===== src/sv/qfbe_pkg.sv =====
`timescale 1ns / 1ps
// Shared types and constants of the quadratic form bin evaluator.
// No dependencies.

package qfbe_pkg;

    localparam int MAX_PARAMS_DEF = 32;
    localparam int MAX_BINS_DEF   = 4096;
    localparam int FRAC_BITS_DEF  = 16;

    localparam int VALUE_W     = 32;
    localparam int INDEX_W     = 5;
    localparam int POSITION_W  = 12;
    localparam int CFG_IDX_W   = 3;
    localparam int CFG_DATA_W  = 13;

    localparam int QUEUE_DEPTH = 4;
    localparam int QPTR_W      = $clog2(QUEUE_DEPTH);
    localparam int QCNT_W      = $clog2(QUEUE_DEPTH + 1);

    localparam logic CMD_SET_PARAM = 1'b0;
    localparam logic CMD_TERM      = 1'b1;

    localparam logic [CFG_IDX_W-1:0] CFG_ZERO_START   = 3'd0;
    localparam logic [CFG_IDX_W-1:0] CFG_SCALE_ONE_EN = 3'd1;
    localparam logic [CFG_IDX_W-1:0] CFG_SCALE_TWO_EN = 3'd2;
    localparam logic [CFG_IDX_W-1:0] CFG_ROWS         = 3'd3;
    localparam logic [CFG_IDX_W-1:0] CFG_ROW_LENGTH   = 3'd4;

    typedef struct packed {
        logic                      command;
        logic [INDEX_W-1:0]        param_index;
        logic signed [VALUE_W-1:0] value;
        logic [INDEX_W-1:0]        first_param;
        logic [INDEX_W-1:0]        second_param;
        logic                      quadratic;
        logic                      last_term;
        logic signed [VALUE_W-1:0] scale_one;
        logic signed [VALUE_W-1:0] scale_two;
    } t_in_item;

    typedef struct packed {
        logic signed [VALUE_W-1:0] bin_value;
        logic [POSITION_W-1:0]     bin_position;
        logic                      overflow;
    } t_out_item;

    typedef struct packed {
        logic signed [VALUE_W-1:0] coeff;
        logic signed [VALUE_W-1:0] p1;
        logic signed [VALUE_W-1:0] p2;
        logic                      quadratic;
        logic                      last_term;
        logic signed [VALUE_W-1:0] scale_one;
        logic signed [VALUE_W-1:0] scale_two;
    } t_term;

    typedef struct packed {
        logic                  zero_start;
        logic                  scale_one_en;
        logic                  scale_two_en;
        logic [CFG_DATA_W-1:0] rows;
        logic [CFG_DATA_W-1:0] row_length;
    } t_cfg;

endpackage


===== src/sv/qfbe_queue.sv =====
`timescale 1ns / 1ps
// Short term queue between front end and back end.
// Depends on qfbe_pkg.

module qfbe_queue (
    input  logic                        i_clk,
    input  logic                        i_rst_n,
    input  logic                        i_push,
    input  qfbe_pkg::t_term             i_term,
    input  logic                        i_pop,
    output qfbe_pkg::t_term             o_term,
    output logic                        o_empty,
    output logic [qfbe_pkg::QCNT_W-1:0] o_count
);
    import qfbe_pkg::*;

    t_term              r_mem [QUEUE_DEPTH];
    logic [QPTR_W-1:0]  r_wr_ptr;
    logic [QPTR_W-1:0]  r_rd_ptr;
    logic [QCNT_W-1:0]  r_count;
    logic [QCNT_W-1:0]  n_count;

    always_comb begin
        n_count = r_count;
        if (i_push && !i_pop) begin
            n_count = r_count + QCNT_W'(1);
        end else if (!i_push && i_pop) begin
            n_count = r_count - QCNT_W'(1);
        end
    end

    always_ff @(posedge i_clk) begin
        if (!i_rst_n) begin
            r_wr_ptr <= '0;
            r_rd_ptr <= '0;
            r_count  <= '0;
        end else begin
            r_count <= n_count;
            if (i_push) begin
                r_wr_ptr <= r_wr_ptr + QPTR_W'(1);
            end
            if (i_pop) begin
                r_rd_ptr <= r_rd_ptr + QPTR_W'(1);
            end
        end
    end

    always_ff @(posedge i_clk) begin
        if (i_push) begin
            r_mem[r_wr_ptr] <= i_term;
        end
    end

    assign o_term  = r_mem[r_rd_ptr];
    assign o_empty = (r_count == '0);
    assign o_count = r_count;

    a_no_overflow: assert property (@(posedge i_clk) disable iff (!i_rst_n)
        (i_push && !i_pop) |-> (r_count < QCNT_W'(QUEUE_DEPTH)))
        else $error("term queue overflow");

    a_no_underflow: assert property (@(posedge i_clk) disable iff (!i_rst_n)
        i_pop |-> (r_count != '0))
        else $error("term queue underflow");

endmodule


===== config.mk =====
export PLATFORM = sky130hd
export DESIGN_NAME = qfbe_queue
export DESIGN_NICKNAME = d
export VERILOG_FILES = /design/src/sv/qfbe_pkg.sv /design/src/sv/qfbe_queue.sv
export SDC_FILE = /design/constraint.sdc
export NUM_CORES = 1
export LEC_CHECK = 0
export BUFFER_PORTS_ARGS = -buffer_cell sky130_fd_sc_hd__buf_2
export CELL_PAD_IN_SITES_DETAIL_PLACEMENT = 0
export CELL_PAD_IN_SITES_GLOBAL_PLACEMENT = 1
export CORE_AREA = 5 5 293 295
export CTS_CLUSTER_SIZE = 24
export DETAILED_ROUTE_END_ITERATION = 10
export DIE_AREA = 0 0 298 300
export PLACE_DENSITY_LB_ADDON = 0.1
export SYNTH_ARGS = -nofsm -noshare
export SYNTH_HDL_FRONTEND = slang
export SYNTH_SLANG_ARGS = --single-unit

===== constraint.sdc =====
create_clock -name i_clk -period 7.1 [get_ports i_clk]
set_clock_uncertainty 0.05 [all_clocks]
set_input_delay 1.42 -clock i_clk [delete_from_list [all_inputs] [get_ports i_clk]]
set_output_delay 1.42 -clock i_clk [all_outputs]
set_load 0.005 [all_outputs]

==> results.yml, run 1 <==
worst_setup_path:
  r2r_cells: 4
  startpoint_type: "flop"
  crit_type: "flop to output pin"
  path_cells: "buf_12 > mux4_2 > buf_2"
  critPathMaxStageDelay_ns: 0.78
  critPathMaxFanout: 89
  cp_slowest_cell: "dfxtp_4"
  critPathArrivalTime_ns: 2.72
  required_ns: 5.63
  worst_setup_path_end_kind: "output pin"
die:
  die_w_um: 298
  core-area_um2: 82900
  ioPinCount: 332
  die_y_um: 300
  placementRows: 106
  die_area_um2: 89400
  start_util_pct: 28.7
final_layout:
  design_area_um2: 29100
  fill_cells: 7678
  seqCellArea_um2: 19600
  instances_no_fill: 2415
  area_growth_pct: 22.6
  nets: 1448
  utilization_pct: 35.2
  drive_above_1_share_pct: 46.1
  multi_input_area_um2: 3900
yosys:
  synth_top_area_share_pct: 81.8
  yosysTopAreaCell: "edfxtp_1"
  avgSynthCellArea_um2: 26.8
  yosysSeqAreaShare_pct: 82.6
  synthArstFlopShare_pct: 0
  synth_warnings: 0
  synth_most_common_cell: "edfxtp_1"
  synth-edff-count: 648
  synth-seq-cells: 657
  ys_types: 20
  synthFlopType: "edfxtp_1"
  post_synth_instance_area_um2: 23800
  synthTopCellsByArea: "edfxtp_1, mux4_2, dfxtp_1, buf_6, buf_2"
  synthCells: 888
  synth_commonest_cells: "edfxtp_1, mux4_2, buf_2"
  synthesis.nets: 1060
route:
  post_drt_wl_per_cell_um: 22.4
  drt_iter0_markers: 628
  drc: 0
  ant_nets: 0
  routed_wl_um: 54200
  vias_per_cell: 4.40
  drtPass1Iterations: 5
  vias: 10623
power:
  power_mw: 8.97
  peakVddDrop_v: 0.000154
  power_frac_seq_pct: 50.2
  p_switching_mw: 1.98
  power_frac_comb_pct: 8.5
  power_density_nw_per_um2: 308
  switching_share_pct: 22.1
  leakagePower_nw: 9.58
  internal-power_mw: 6.99
  p_clk_share_pct: 41.2
sta:
  hold_ws_ns: 0.471
  setup_slack_ns: 2.91
  rsz0062_at_grt: "false"
  slew_headroom_pct: 39.8
  slew_violations: 0
  post-route-min-period_ns: 4.19
  max_freq_mhz: 238
  final_hold_viol_count: 0
  max_slew.worst_pin.slew_ns: 0.904
  setup_viol: 0
  timing.final.crit_share_pct: 59.1
  fin_setup_tns_ns: 0
place:
  dp_worst_setup_slack_ns: 3.50
  dp.cells: 2276
  port_buffers: 331
  place_area_um2: 26800
  dp_hpwl_um: 31800
  place_congestion: 0.656
clock_tree:
  cts_root_buffer: "clkbuf_16"
  hold_buffers: 0
  clk_transition_reported_paths_ns: 0.06
  ctsResizeCount: 0
  cts_sinks: 657
  clk_path_buf_depth: 3
  cts_buffers: 78
  insertion_delay_ns: 0.61
  cts_tree: "yes"
  htreeDepth: 3
  postCtsSetupRepairBufs: 0
global_route:
  grt_pass1_vias: 11626
  overflow: 0
  grt_pass1_wl_um: 79500
  grt_max_degree: 90
  antenna_found_initial: 15
  grt.total_usage_pct: 11.9
  grt.met1_usage_pct: 15.0
  met3_usage_pct: 3.78
  gr-usage-met2_pct: 19.6
  top_usage_layer: "met2"
run_status:
  status: "completed"
hold_path:
  worstHoldPathType: "flop to flop"
  min_path_cells: 2
job:
  max_cap_viol_count: 0
-- cells by family after synthesis --
| group | after synthesis | synth area share, % |
|---|---|---|
| simple gates | 14 | 0.353 |
| mux | 164 | 15.4 |
| compound gates | 2 | 0.0526 |
| xor+xnor | 5 | 0.184 |
| fa+ha+maj | 6 | 0.347 |
| flops | 657 | 82.6 |
| buf+inv | 40 | 1.04 |
-- final timing paths --
| check | from | end | slack, ns |
|---|---|---|---|
| max | flop | o_term[114] | 2.91 |
| min reg2reg | o_count[2]$_SDFFE_PN0P_ | o_count[2]$_SDFFE_PN0P_ | 0.47 |
| min | o_count[2]$_SDFFE_PN0P_ | o_count[2]$_SDFFE_PN0P_ | 0.47 |
| max reg2reg | r_wr_ptr[0]$_SDFFE_PN0P_ | r_mem[2][138]$_DFFE_PP_ | 4.73 |
-- flip-flops by register name, summed over array words and instances (netlist names), named ones only --
register and count:
o_count 3, r_mem 648, r_rd_ptr 2, r_wr_ptr 2
-- layout by cell type (no fill, tap or decap), drive strengths merged --
cell,n
and2,9
xor2,3
dfxtp,9
nor2b,2
a21boi,1
nand2,1
edfxtp,648
bufinv,3
clkinv,23
diode,9
ha,5
nor3,1
xnor2,2
clkbuf,99
fa,1
or3,1
buf,344
inv,6
o21ai,1
clkinvlp,3
mux4,162
mux2i,2
-- power by group through the flow --
stage | combinational (mW) | clock [mW] | sequential [mW]
after CTS | 0.810 | 3.84 | 4.51
after detailed placement | 0.807 | 0 | 4.59
final | 0.765 | 3.70 | 4.51
after global placement | 0.806 | 0 | 4.59
after floorplan | 0.419 | 0 | 4.60
after global routing | 0.844 | 4.00 | 4.52
-- per-layer routing --
| metal | share of wire [%] | wire length (µm) |
|---|---|---|
| met1 | 42 | 22700 |
| met4 | 2.6 | 1390 |
| met5 | 0.13 | 69 |
| met3 | 6.9 | 3730 |
| met2 | 49 | 26400 |
-- critical path: cells and delay by family, from the launching register on --
| family | cells | cell delay, ns |
|---|---|---|
| flip-flops | 1 | 0.78 |
| buffers and inverters | 2 | 0.57 |
| multiplexers | 1 | 0.43 |
-- cell type report --
cell class              instances  share of cell area [%]
inverters                       4                  0.0515
multi-input cells             191                    13.4
diodes                          9                  0.0773
well taps                    1080                    4.64
clock buffers                  99                    7.11
repair buffers                344                    6.32
flip-flops and latches        657                    67.4
clock inverters                31                    1.00
No activity file was read; power rests on OpenSTA's default activity.
==> run 2: changes to the inputs <==
==> constraint.sdc (replaced) <==
create_clock -name i_clk -period 3.7 [get_ports i_clk]
set_clock_uncertainty 0.05 [all_clocks]
set_input_delay 0.74 -clock i_clk [delete_from_list [all_inputs] [get_ports i_clk]]
set_output_delay 0.74 -clock i_clk [all_outputs]
set_load 0.005 [all_outputs]
==> run 2 against run 1 <==
Via count rose by 0.24%. Flip-flop and latch count did not move. Non-clock buffer count rose by 11. Cell area rose by 0.93%. Final cell count rose by 0.66%. Core utilization rose by 0.33 points. Combinational power rose by 97%. Die area did not move. Power rose by 94%. Largest cell class unchanged. Highest routed layer unchanged.
==> results.yml, run 2 (same netlist as run 1, synthesis figures left out) <==
global_route:
  antenna_found_initial: 16
  grt_pass1_vias: 11789
  grt_max_degree: 67
  grt_pass1_wl_um: 81300
  overflow: 0
  grt.total_usage_pct: 12.2
hold_path:
  worstHoldPathType: "primary input to flop"
  min_path_cells: 1
  hold_start: "i_term[50]"
  hold_end: "r_mem[2][50]$_DFFE_PP_"
die:
  start_util_pct: 28.7
  die_area_um2: 89400
  die_y_um: 300
  die_w_um: 298
  placementRows: 106
  ioPinCount: 332
  core-area_um2: 82900
route:
  drc: 0
  vias: 10648
  drt_iter0_markers: 510
  post_drt_wl_per_cell_um: 22.7
  drtPass1Iterations: 4
  vias_per_cell: 4.38
  ant_nets: 0
  routed_wl_um: 55200
sta:
  slew_violations: 0
  post-route-min-period_ns: 3.20
  slew_headroom_pct: 59.5
  rsz0062_at_grt: "false"
  final_hold_viol_count: 0
  setup_viol: 0
  max_freq_mhz: 313
  fin_setup_tns_ns: 0
  max_slew.worst_pin.slew_ns: 0.608
  timing.final.crit_share_pct: 86.4
final_layout:
  largest_reg_flops: 648
  area_growth_pct: 23.7
  regMostFlops: "r_mem"
  final_cell_mix: "edfxtp_1, buf_2, mux4_2"
  drive_above_1_share_pct: 46.2
  fill_cells: 7645
  final_common_cell: "edfxtp_1"
  multi_input_area_um2: 3900
  seqCellArea_um2: 19600
  nets: 1458
worst_setup_path:
  ff2ff_setup_slack_ns: 1.76
  critPathArrivalTime_ns: 2.41
  rr_endpoint: "r_mem[2][74]$_DFFE_PP_"
  crit_type: "flop to output pin"
  r2r_cells: 4
  required_ns: 2.91
  startpoint_type: "flop"
  worst_setup_path_end_kind: "output pin"
  timing.rr.start: "r_wr_ptr[0]$_SDFFE_PN0P_"
  critPathMaxFanout: 18
power:
  peakVddDrop_v: 0.000295
  power_mw: 17.4
  power_density_nw_per_um2: 593
  leakagePower_nw: 9.71
run_status:
  status: "completed"
clock_tree:
  hold_buffers: 0
  cts_sinks: 657
  cts_root_buffer: "clkbuf_16"
  clk_transition_reported_paths_ns: 0.06
  clk_path_buf_depth: 3
  insertion_delay_ns: 0.60
  htreeDepth: 3
  ctsResizeCount: 0
  cts_buffers: 77
  postCtsSetupRepairBufs: 0
  cts_tree: "yes"
place:
  place_congestion: 0.669
  port_buffers: 331
  dp_hpwl_um: 32800
job:
  max_cap_viol_count: 0
==> run 2: cell count changes in the layout (fill, tap and decap cells not counted), sizes merged <==
cell / change
clkbuf: -2
clkinv: +7
diode: -1
bufinv: +4
clkinvlp: -3
buf: +11
==> run 2: stage by stage <==
step / hold slack [ns] / instances / util (%) / cell area [µm²] / worst slack (ns)
final: 0.298 / 2431 / 35.5 / 29400 / 0.504
after global routing: 0.261 / 2423 / 35.5 / 29400 / 0.319
after CTS: 0.239 / 2423 / 35.5 / 29400 / 0.361
after detailed placement: 0.505 / 2287 / 32.5 / 27000 / 1.04
after global placement: 0.495 / 2287 / 32.5 / 27000 / 1.05
after floorplan: 0.443 / 888 / - / 23800 / 0.480
==> run 2: worst max path at each step <==
stage          startpoint                    end  slack [ns]
3_5_place_dp         flop             o_term[89]        1.04
2_1_floorplan      i_push  r_mem[1][0]$_DFFE_PP_        0.48
4_1_cts              flop             o_term[89]        0.36
6_report             flop             o_term[89]        0.50
5_1_grt              flop            o_term[107]        0.32
3_3_place_gp         flop             o_term[26]        1.05
==> run 2: critical path, cell delays in order (launching register included) <==
cell	delay, ns
dfxtp_4	0.65
buf_4	0.41
mux4_2	0.56
buf_2	0.16
==> run 2: where the power goes <==
group          switching [mW]  leakage (nW)  internal, mW
sequential             0.0990          6.03          8.56
clock                    2.88          1.18          4.38
combinational           0.794          2.51         0.720
==> run 2: cell type report <==
cell class | count | share of cell area [%]
Tap cell | 1080 | 4.59
Clock inverter | 39 | 1.28
Clock buffer | 97 | 6.95
Multi-Input combinational cell | 191 | 13.3
Sequential cell | 657 | 66.8
Inverter | 4 | 0.0510
Timing Repair Buffer | 355 | 7.01
Antenna cell | 8 | 0.0681
==> run 2: layer usage <==
| metal | wire (µm) | share of wire, % | vias up | track usage [%] |
|---|---|---|---|---|
| li1 | - | - | 4672 | - |
| met1 | 23400 | 42 | 5573 | 15.7 |
| met2 | 26000 | 47 | 284 | 19.2 |
| met3 | 4620 | 8.4 | 101 | 4.90 |
| met4 | 1120 | 2.0 | 18 | 3.64 |
| met5 | 121 | 0.22 | - | 0 |
