### config.mk
export PLATFORM = sky130hd
export DESIGN_NAME = qfbe_back
export DESIGN_NICKNAME = d
export VERILOG_FILES = /design/src/sv/qfbe_pkg.sv /design/src/sv/qfbe_back.sv
export SDC_FILE = /design/constraint.sdc
export NUM_CORES = 2
export LEC_CHECK = 0
export ABC_CLOCK_PERIOD_IN_PS = 9400
export BUFFER_PORTS_ARGS = -buffer_cell sky130_fd_sc_hd__buf_4
export CORE_AREA = 10 10 454 456
export DETAILED_ROUTE_END_ITERATION = 10
export DIE_AREA = 0 0 464 466
export HOLD_SLACK_MARGIN = 0.08
export PLACE_DENSITY = 0.45
export SLEW_MARGIN = 30
export SYNTH_ARGS = -nofsm -noshare
export SYNTH_HDL_FRONTEND = slang
export SYNTH_SLANG_ARGS = --single-unit
export TNS_END_PERCENT = 1
### constraint.sdc
create_clock -name i_clk -period 9.4 [get_ports i_clk]
set_clock_uncertainty 0.15 [all_clocks]
set_input_delay 0.47 -clock i_clk [delete_from_list [all_inputs] [get_ports i_clk]]
set_output_delay 0.47 -clock i_clk [all_outputs]
set_load 0.01 [all_outputs]
### src/sv/qfbe_pkg.sv
`timescale 1ns / 1ps
// Shared types and constants of the quadratic form bin evaluator.
// No dependencies.

package qfbe_pkg;

    localparam int MAX_PARAMS_DEF = 32;
    localparam int MAX_BINS_DEF   = 4096;
    localparam int FRAC_BITS_DEF  = 16;

    localparam int VALUE_W     = 32;
    localparam int INDEX_W     = 5;
    localparam int POSITION_W  = 12;
    localparam int CFG_IDX_W   = 3;
    localparam int CFG_DATA_W  = 13;

    localparam int QUEUE_DEPTH = 4;
    localparam int QPTR_W      = $clog2(QUEUE_DEPTH);
    localparam int QCNT_W      = $clog2(QUEUE_DEPTH + 1);

    localparam logic CMD_SET_PARAM = 1'b0;
    localparam logic CMD_TERM      = 1'b1;

    localparam logic [CFG_IDX_W-1:0] CFG_ZERO_START   = 3'd0;
    localparam logic [CFG_IDX_W-1:0] CFG_SCALE_ONE_EN = 3'd1;
    localparam logic [CFG_IDX_W-1:0] CFG_SCALE_TWO_EN = 3'd2;
    localparam logic [CFG_IDX_W-1:0] CFG_ROWS         = 3'd3;
    localparam logic [CFG_IDX_W-1:0] CFG_ROW_LENGTH   = 3'd4;

    typedef struct packed {
        logic                      command;
        logic [INDEX_W-1:0]        param_index;
        logic signed [VALUE_W-1:0] value;
        logic [INDEX_W-1:0]        first_param;
        logic [INDEX_W-1:0]        second_param;
        logic                      quadratic;
        logic                      last_term;
        logic signed [VALUE_W-1:0] scale_one;
        logic signed [VALUE_W-1:0] scale_two;
    } t_in_item;

    typedef struct packed {
        logic signed [VALUE_W-1:0] bin_value;
        logic [POSITION_W-1:0]     bin_position;
        logic                      overflow;
    } t_out_item;

    typedef struct packed {
        logic signed [VALUE_W-1:0] coeff;
        logic signed [VALUE_W-1:0] p1;
        logic signed [VALUE_W-1:0] p2;
        logic                      quadratic;
        logic                      last_term;
        logic signed [VALUE_W-1:0] scale_one;
        logic signed [VALUE_W-1:0] scale_two;
    } t_term;

    typedef struct packed {
        logic                  zero_start;
        logic                  scale_one_en;
        logic                  scale_two_en;
        logic [CFG_DATA_W-1:0] rows;
        logic [CFG_DATA_W-1:0] row_length;
    } t_cfg;

endpackage

### src/sv/qfbe_back.sv
`timescale 1ns / 1ps
// Back end: shared multiplier sequencer, bin accumulator, scaling, position, result register.
// Depends on qfbe_pkg.

module qfbe_back #(
    parameter int MAX_BINS  = qfbe_pkg::MAX_BINS_DEF,
    parameter int FRAC_BITS = qfbe_pkg::FRAC_BITS_DEF
) (
    input  logic                i_clk,
    input  logic                i_rst_n,
    input  qfbe_pkg::t_cfg      i_cfg,
    input  logic                i_q_empty,
    input  qfbe_pkg::t_term     i_q_term,
    output logic                o_q_pop,
    input  logic                i_pop,
    output logic                o_empty,
    output qfbe_pkg::t_out_item o_item
);
    import qfbe_pkg::*;

    localparam int GEO_W = $clog2(MAX_BINS + 1);
    localparam int CNT_W = (MAX_BINS > 1) ? $clog2(MAX_BINS) : 1;
    localparam int POS_W = (CNT_W + GEO_W + 1 > POSITION_W) ? CNT_W + GEO_W + 1 : POSITION_W;

    localparam logic [2:0] S_IDLE   = 3'd0;
    localparam logic [2:0] S_MUL    = 3'd1;
    localparam logic [2:0] S_SHIFT  = 3'd2;
    localparam logic [2:0] S_NARROW = 3'd3;
    localparam logic [2:0] S_EMIT   = 3'd4;

    localparam logic [1:0] PH_TERM   = 2'd0;
    localparam logic [1:0] PH_QUAD   = 2'd1;
    localparam logic [1:0] PH_SCALE1 = 2'd2;
    localparam logic [1:0] PH_SCALE2 = 2'd3;

    localparam logic signed [47:0] ONE_FIXED = 48'sd1 <<< FRAC_BITS;
    localparam logic signed [65:0] S48_MAX = (66'sd1 <<< 47) - 66'sd1;
    localparam logic signed [65:0] S48_MIN = -(66'sd1 <<< 47);
    localparam logic signed [65:0] S32_MAX = 66'sd2147483647;
    localparam logic signed [65:0] S32_MIN = -66'sd2147483648;

    function automatic logic signed [31:0] f_sat32(input logic signed [65:0] x);
        logic signed [31:0] v;
        if (x > S32_MAX) begin
            v = 32'sh7FFF_FFFF;
        end else if (x < S32_MIN) begin
            v = 32'sh8000_0000;
        end else begin
            v = 32'(x);
        end
        return v;
    endfunction

    function automatic logic f_ovf32(input logic signed [65:0] x);
        return (x > S32_MAX) || (x < S32_MIN);
    endfunction

    logic [2:0]                r_state,    n_state;
    logic [1:0]                r_phase,    n_phase;
    logic signed [31:0]        r_op_a,     n_op_a;
    logic signed [31:0]        r_op_b,     n_op_b;
    logic signed [63:0]        r_prod,     n_prod;
    logic signed [31:0]        r_p2,       n_p2;
    logic signed [31:0]        r_s1,       n_s1;
    logic signed [31:0]        r_s2,       n_s2;
    logic                      r_quad,     n_quad;
    logic                      r_last,     n_last;
    logic signed [47:0]        r_sum,      n_sum;
    logic                      r_bin_open, n_bin_open;
    logic signed [31:0]        r_result,   n_result;
    logic                      r_sat,      n_sat;
    logic [CNT_W-1:0]          r_row,      n_row;
    logic [CNT_W-1:0]          r_col,      n_col;
    t_out_item                 r_out,      n_out;
    logic                      r_out_valid, n_out_valid;

    logic signed [63:0]        w_shift;
    logic signed [31:0]        w_shift_sat;
    logic                      w_shift_ovf;
    logic signed [65:0]        w_acc;
    logic signed [47:0]        w_acc_sat;
    logic signed [31:0]        w_sum_sat;
    logic                      w_sum_ovf;
    logic [GEO_W-1:0]          w_m;
    logic [GEO_W-1:0]          w_n;
    logic                      w_transpose;
    logic [POS_W-1:0]          w_pos;
    logic [GEO_W-1:0]          w_col_inc;
    logic [GEO_W-1:0]          w_row_inc;
    logic                      w_emit_ok;

    assign w_shift     = r_prod >>> FRAC_BITS;
    assign w_shift_sat = f_sat32(66'(w_shift));
    assign w_shift_ovf = f_ovf32(66'(w_shift));
    assign w_acc       = 66'(r_sum) + 66'(w_shift);
    assign w_acc_sat   = (w_acc > S48_MAX) ? 48'(S48_MAX) :
                         (w_acc < S48_MIN) ? 48'(S48_MIN) : 48'(w_acc);
    assign w_sum_sat   = f_sat32(66'(r_sum));
    assign w_sum_ovf   = f_ovf32(66'(r_sum));

    always_comb begin
        if (i_cfg.rows == '0) begin
            w_m = GEO_W'(1);
        end else if (32'(i_cfg.rows) > 32'(MAX_BINS)) begin
            w_m = GEO_W'(MAX_BINS);
        end else begin
            w_m = GEO_W'(i_cfg.rows);
        end
        if (i_cfg.row_length == '0) begin
            w_n = GEO_W'(1);
        end else if (32'(i_cfg.row_length) > 32'(MAX_BINS)) begin
            w_n = GEO_W'(MAX_BINS);
        end else begin
            w_n = GEO_W'(i_cfg.row_length);
        end
    end

    assign w_transpose = (w_m > GEO_W'(1));
    assign w_pos = w_transpose ?
        POS_W'(r_col) * POS_W'(w_m) + POS_W'(r_row) :
        POS_W'(r_row) * POS_W'(w_n) + POS_W'(r_col);
    assign w_col_inc = GEO_W'(r_col) + GEO_W'(1);
    assign w_row_inc = GEO_W'(r_row) + GEO_W'(1);
    assign w_emit_ok = !r_out_valid || i_pop;

    always_comb begin
        n_state     = r_state;
        n_phase     = r_phase;
        n_op_a      = r_op_a;
        n_op_b      = r_op_b;
        n_prod      = r_prod;
        n_p2        = r_p2;
        n_s1        = r_s1;
        n_s2        = r_s2;
        n_quad      = r_quad;
        n_last      = r_last;
        n_sum       = r_sum;
        n_bin_open  = r_bin_open;
        n_result    = r_result;
        n_sat       = r_sat;
        n_row       = r_row;
        n_col       = r_col;
        n_out       = r_out;
        n_out_valid = r_out_valid;
        o_q_pop     = 1'b0;

        if (i_pop && r_out_valid) begin
            n_out_valid = 1'b0;
        end

        case (r_state)
            S_IDLE: begin
                if (!i_q_empty) begin
                    o_q_pop = 1'b1;
                    n_op_a  = i_q_term.coeff;
                    n_op_b  = i_q_term.p1;
                    n_p2    = i_q_term.p2;
                    n_s1    = i_q_term.scale_one;
                    n_s2    = i_q_term.scale_two;
                    n_quad  = i_q_term.quadratic;
                    n_last  = i_q_term.last_term;
                    n_phase = PH_TERM;
                    n_state = S_MUL;
                    if (!r_bin_open) begin
                        n_sum      = i_cfg.zero_start ? '0 : ONE_FIXED;
                        n_bin_open = 1'b1;
                    end
                end
            end
            S_MUL: begin
                n_prod  = r_op_a * r_op_b;
                n_state = S_SHIFT;
            end
            S_SHIFT: begin
                case (r_phase)
                    PH_TERM, PH_QUAD: begin
                        if (r_phase == PH_TERM && r_quad) begin
                            n_op_a  = w_shift_sat;
                            n_op_b  = r_p2;
                            n_phase = PH_QUAD;
                            n_state = S_MUL;
                        end else begin
                            n_sum   = w_acc_sat;
                            n_state = r_last ? S_NARROW : S_IDLE;
                        end
                    end
                    PH_SCALE1: begin
                        n_result = w_shift_sat;
                        n_sat    = r_sat || w_shift_ovf;
                        if (i_cfg.scale_two_en) begin
                            n_op_a  = w_shift_sat;
                            n_op_b  = r_s2;
                            n_phase = PH_SCALE2;
                            n_state = S_MUL;
                        end else begin
                            n_state = S_EMIT;
                        end
                    end
                    PH_SCALE2: begin
                        n_result = w_shift_sat;
                        n_sat    = r_sat || w_shift_ovf;
                        n_state  = S_EMIT;
                    end
                    default: begin
                        n_state = S_IDLE;
                    end
                endcase
            end
            S_NARROW: begin
                n_result = w_sum_sat;
                n_sat    = w_sum_ovf;
                if (i_cfg.scale_one_en) begin
                    n_op_a  = w_sum_sat;
                    n_op_b  = r_s1;
                    n_phase = PH_SCALE1;
                    n_state = S_MUL;
                end else if (i_cfg.scale_two_en) begin
                    n_op_a  = w_sum_sat;
                    n_op_b  = r_s2;
                    n_phase = PH_SCALE2;
                    n_state = S_MUL;
                end else begin
                    n_state = S_EMIT;
                end
            end
            S_EMIT: begin
                if (w_emit_ok) begin
                    n_out.bin_value    = r_result;
                    n_out.bin_position = w_pos[POSITION_W-1:0];
                    n_out.overflow     = r_sat;
                    n_out_valid        = 1'b1;
                    n_bin_open         = 1'b0;
                    n_sum              = '0;
                    n_state            = S_IDLE;
                    if (w_col_inc >= w_n) begin
                        n_col = '0;
                        if (w_row_inc >= w_m) begin
                            n_row = '0;
                        end else begin
                            n_row = CNT_W'(w_row_inc);
                        end
                    end else begin
                        n_col = CNT_W'(w_col_inc);
                    end
                end
            end
            default: begin
                n_state = S_IDLE;
            end
        endcase
    end

    always_ff @(posedge i_clk) begin
        if (!i_rst_n) begin
            r_state     <= S_IDLE;
            r_bin_open  <= 1'b0;
            r_row       <= '0;
            r_col       <= '0;
            r_out_valid <= 1'b0;
        end else begin
            r_state     <= n_state;
            r_bin_open  <= n_bin_open;
            r_row       <= n_row;
            r_col       <= n_col;
            r_out_valid <= n_out_valid;
        end
    end

    always_ff @(posedge i_clk) begin
        r_phase  <= n_phase;
        r_op_a   <= n_op_a;
        r_op_b   <= n_op_b;
        r_prod   <= n_prod;
        r_p2     <= n_p2;
        r_s1     <= n_s1;
        r_s2     <= n_s2;
        r_quad   <= n_quad;
        r_last   <= n_last;
        r_sum    <= n_sum;
        r_result <= n_result;
        r_sat    <= n_sat;
        r_out    <= n_out;
    end

    assign o_empty = !r_out_valid;
    assign o_item  = r_out;

    a_emit_lands: assert property (@(posedge i_clk) disable iff (!i_rst_n)
        (r_state == S_EMIT && w_emit_ok) |=> r_out_valid)
        else $error("bin result lost at emit");

    a_quad_phase: assert property (@(posedge i_clk) disable iff (!i_rst_n)
        (r_state == S_SHIFT && r_phase == PH_QUAD) |-> r_quad)
        else $error("second product on a linear term");

    a_narrow_open: assert property (@(posedge i_clk) disable iff (!i_rst_n)
        (r_state == S_NARROW) |-> r_bin_open)
        else $error("bin closed without an open sum");

endmodule

==> summary.txt <==
GRT
  • First-pass GRT wire length: 275 mm
  • Initial antenna violation count: 16
  • Overflow after GRT: 0
  • Largest net degree at the start of global routing: 84
  • Vias in the first global route: 45.0k
  • Gr usage total: 16.4%

Floorplan
  • I/O Pins: 242
  • Initial core utilization: 29.9%
  • Die Y: 466 um
  • Core Area: 197000 um^2
  • Die Area: 216000 um^2
  • Standard-cell rows: 163
  • Die X-Extent: 464 um

Synth
  • Sequential area share after synthesis: 18.3%
  • Syn avg cell area: 9.72 um^2
  • Post-synth top flop: edfxtp_1
  • Syn Nets: 7743
  • Yosys Warn Count: 0
  • Post-synth EDFFs: 338
  • Async SR Flop Fraction: 0%
  • Synth cell types: 70
  • Post-synthesis cell area: 58800 um^2
  • Post-Synthesis Cells: 6046
  • Post-synthesis register bit count: 367

Clocking
  • Root cell of the clock tree: clkbuf_16
  • Clk Latency, worst-skew pair: 0.67 ns
  • H-tree levels: 2
  • Sink Count: 367
  • Post-CTS Setup Repair Bufs: 0
  • Hold_buf cts: 144
  • Num CTS Buffers: 50
  • Clock-pin slew on the worst setup and hold paths: 0.07 ns
  • Post-CTS Resized: 0
  • CTS tree: done
  • Clk buf depth: 3

Worst setup path
  • CP Data Required Time: 9.64 ns
  • Setup crit start kind: flop
  • CP Class: reg -> reg
  • Worst Setup End Kind: flop
  • CP arrival: 8.91 ns
  • Max FO, Critical Path: 15

STA
  • Unrepaired setup endpoints after global routing: false
  • Slew of the pin with the lowest slew margin: 0.978 ns
  • Fmax: 115 MHz
  • Min Tclk post-route: 8.67 ns
  • Final Hold Viols: 0
  • TNS Setup: 0 ns
  • Count of pins over their slew limit: 0
  • Setup violators final: 0
  • Crit share post-route: 92.2%
  • Slew margin rel.: 34.8%

Drt
  • ANT nets after route: 0
  • Via density per instance: 4.63
  • DRT Pass-1 Iters: 8
  • DRC: 0
  • Vias: 41.6k
  • Per-cell routed wire length: 19.7 um
  • DRT iter0 DRCs: 2494
  • Drt total wl: 177 mm

Layout
  • Nets@finish: 7993
  • Most common cell after layout, fill and taps aside: inv_1
  • Area Growth Syn to Fin: 13.9%
  • Most frequent cells in the layout: inv_1, fa_1, nand2_1, and2_1, buf_4
  • Share of layout cells above drive strength 1: 7.86%
  • Final core occ: 34.0%

Min path
  • Hold Crit Class: in -> reg

Flow run
  • Max Cap Viol: 0

Run status
  • Outcome: complete, no violations

Placement
  • GPL Wtd Cong: 0.828
  • Hpwl dp: 146 mm
  • Input/output buffers: 241
-- critical path: stages, from the launching register on --
cell	delay [ns]
edfxtp_1	0.84
nand2_1	0.21
fa_1	0.59
fa_1	0.59
inv_1	0.08
fa_1	0.71
inv_1	0.17
fa_1	0.55
inv_1	0.05
fa_1	0.50
inv_1	0.05
fa_1	0.55
fa_1	0.43
fa_1	0.49
inv_1	0.04
ha_1	0.33
a21oi_1	0.14
o21ai_0	0.14
a21o_1	0.23
a21oi_1	0.14
nor2_1	0.06
a211oi_1	0.40
o221ai_1	0.24
nor2_1	0.26
nor2b_1	0.12
a21o_1	0.20
xor2_1	0.14
-- metrics by stage --
| stage | cell area [um^2] | hold slack, ns | cells | setup WS, ns |
|---|---|---|---|---|
| after global placement | 63700 | 0.253 | 8730 | 0.729 |
| final | 66900 | 0.113 | 8980 | 0.730 |
| after floorplan | 58800 | 0.250 | 6046 | 1.44 |
| after global routing | 66900 | 0.0980 | 8977 | 0.267 |
| after CTS | 66800 | 0.0821 | 8969 | 0.713 |
| after detailed placement | 63700 | 0.257 | 8733 | 0.731 |
-- path summary, 6_finish.rpt --
| path | startpoint | endpoint | slack [ns] | depth (start not counted) |
|---|---|---|---|---|
| worst max-delay path | r_op_b[3] | r_prod[57] | 0.73 | 26 |
| worst min-delay path | i_q_term[135] | r_op_a[5] | 0.11 | 3 |
| worst max register to register | r_op_b[3] | r_prod[57] | 0.73 | 26 |
| worst min register to register | r_result[19] | o_item[32] | 0.24 | 0 |
-- kinds of logic (layout without fill, tap and decap cells) --
group / after synthesis / count (layout) / synth area share (%)
and+or+nand+nor: 1755 / 1755 / 14.4
buffers and inverters: 1543 / 1833 / 9.94
adders and majority gates: 1502 / 1502 / 47.0
AOI/OAI and AO/OA: 659 / 659 / 6.98
DFF: 367 / 367 / 18.3
xor gates and xnor gates: 178 / 178 / 2.65
muxes: 42 / 42 / 0.726
other: 0 / 4 / 0
-- layout make-up --
class	count	area [um^2]
flip-flops and latches	367	10700
repair buffers	527	4380
inverters	1214	4560
clock inverters	30	310
fillers	20300	130000
diodes	4	10.0
well taps	2640	3300
clock buffers	62	1350
multi-input cells	4136	42300
-- Yosys cell counts (all sizes together) (14+ instances only) --
cell,instances,area share [%]
nand4,41,0.44
fa,1178,40
nand2b,22,0.23
dfxtp,29,0.99
o21ai,180,1.5
nand2,806,5.1
buf,21,0.22
nor2,186,1.2
a21oi,222,1.9
a31oi,15,0.17
inv,1214,7.8
nand3,33,0.28
and2,516,5.5
a21o,86,1.1
a222oi,32,0.55
xor2,51,0.76
mux2i,37,0.63
ha,324,6.9
edfxtp,338,17
nor3,27,0.23
or3,14,0.15
xnor2,127,1.9
clkbuf,308,2.0
o21bai,24,0.31
and3,33,0.35
nor2b,34,0.36
-- routing by layer --
layer	track usage (%)	part of all wire (%)	vias to the layer above
li1	-	-	19100
met1	21.3	44	21500
met2	28.7	50	775
met3	2.12	3.7	168
met4	3.95	2.5	10
met5	0	0.034	-
-- flip-flops by register name (all words and copies together) (netlist names), 2 cells and up --
signal / cells
r_result: 32
r_op_a: 32
r_p2: 32
r_op_b: 32
r_sum: 48
r_phase: 2
r_s2: 32
r_col: 12
r_state: 3
r_prod: 48
r_s1: 32
o_item: 45
r_row: 12
Power is left out: the tool's default activity adds up to more than one toggle a clock period on the data nets, which glitch-free logic cannot reach.
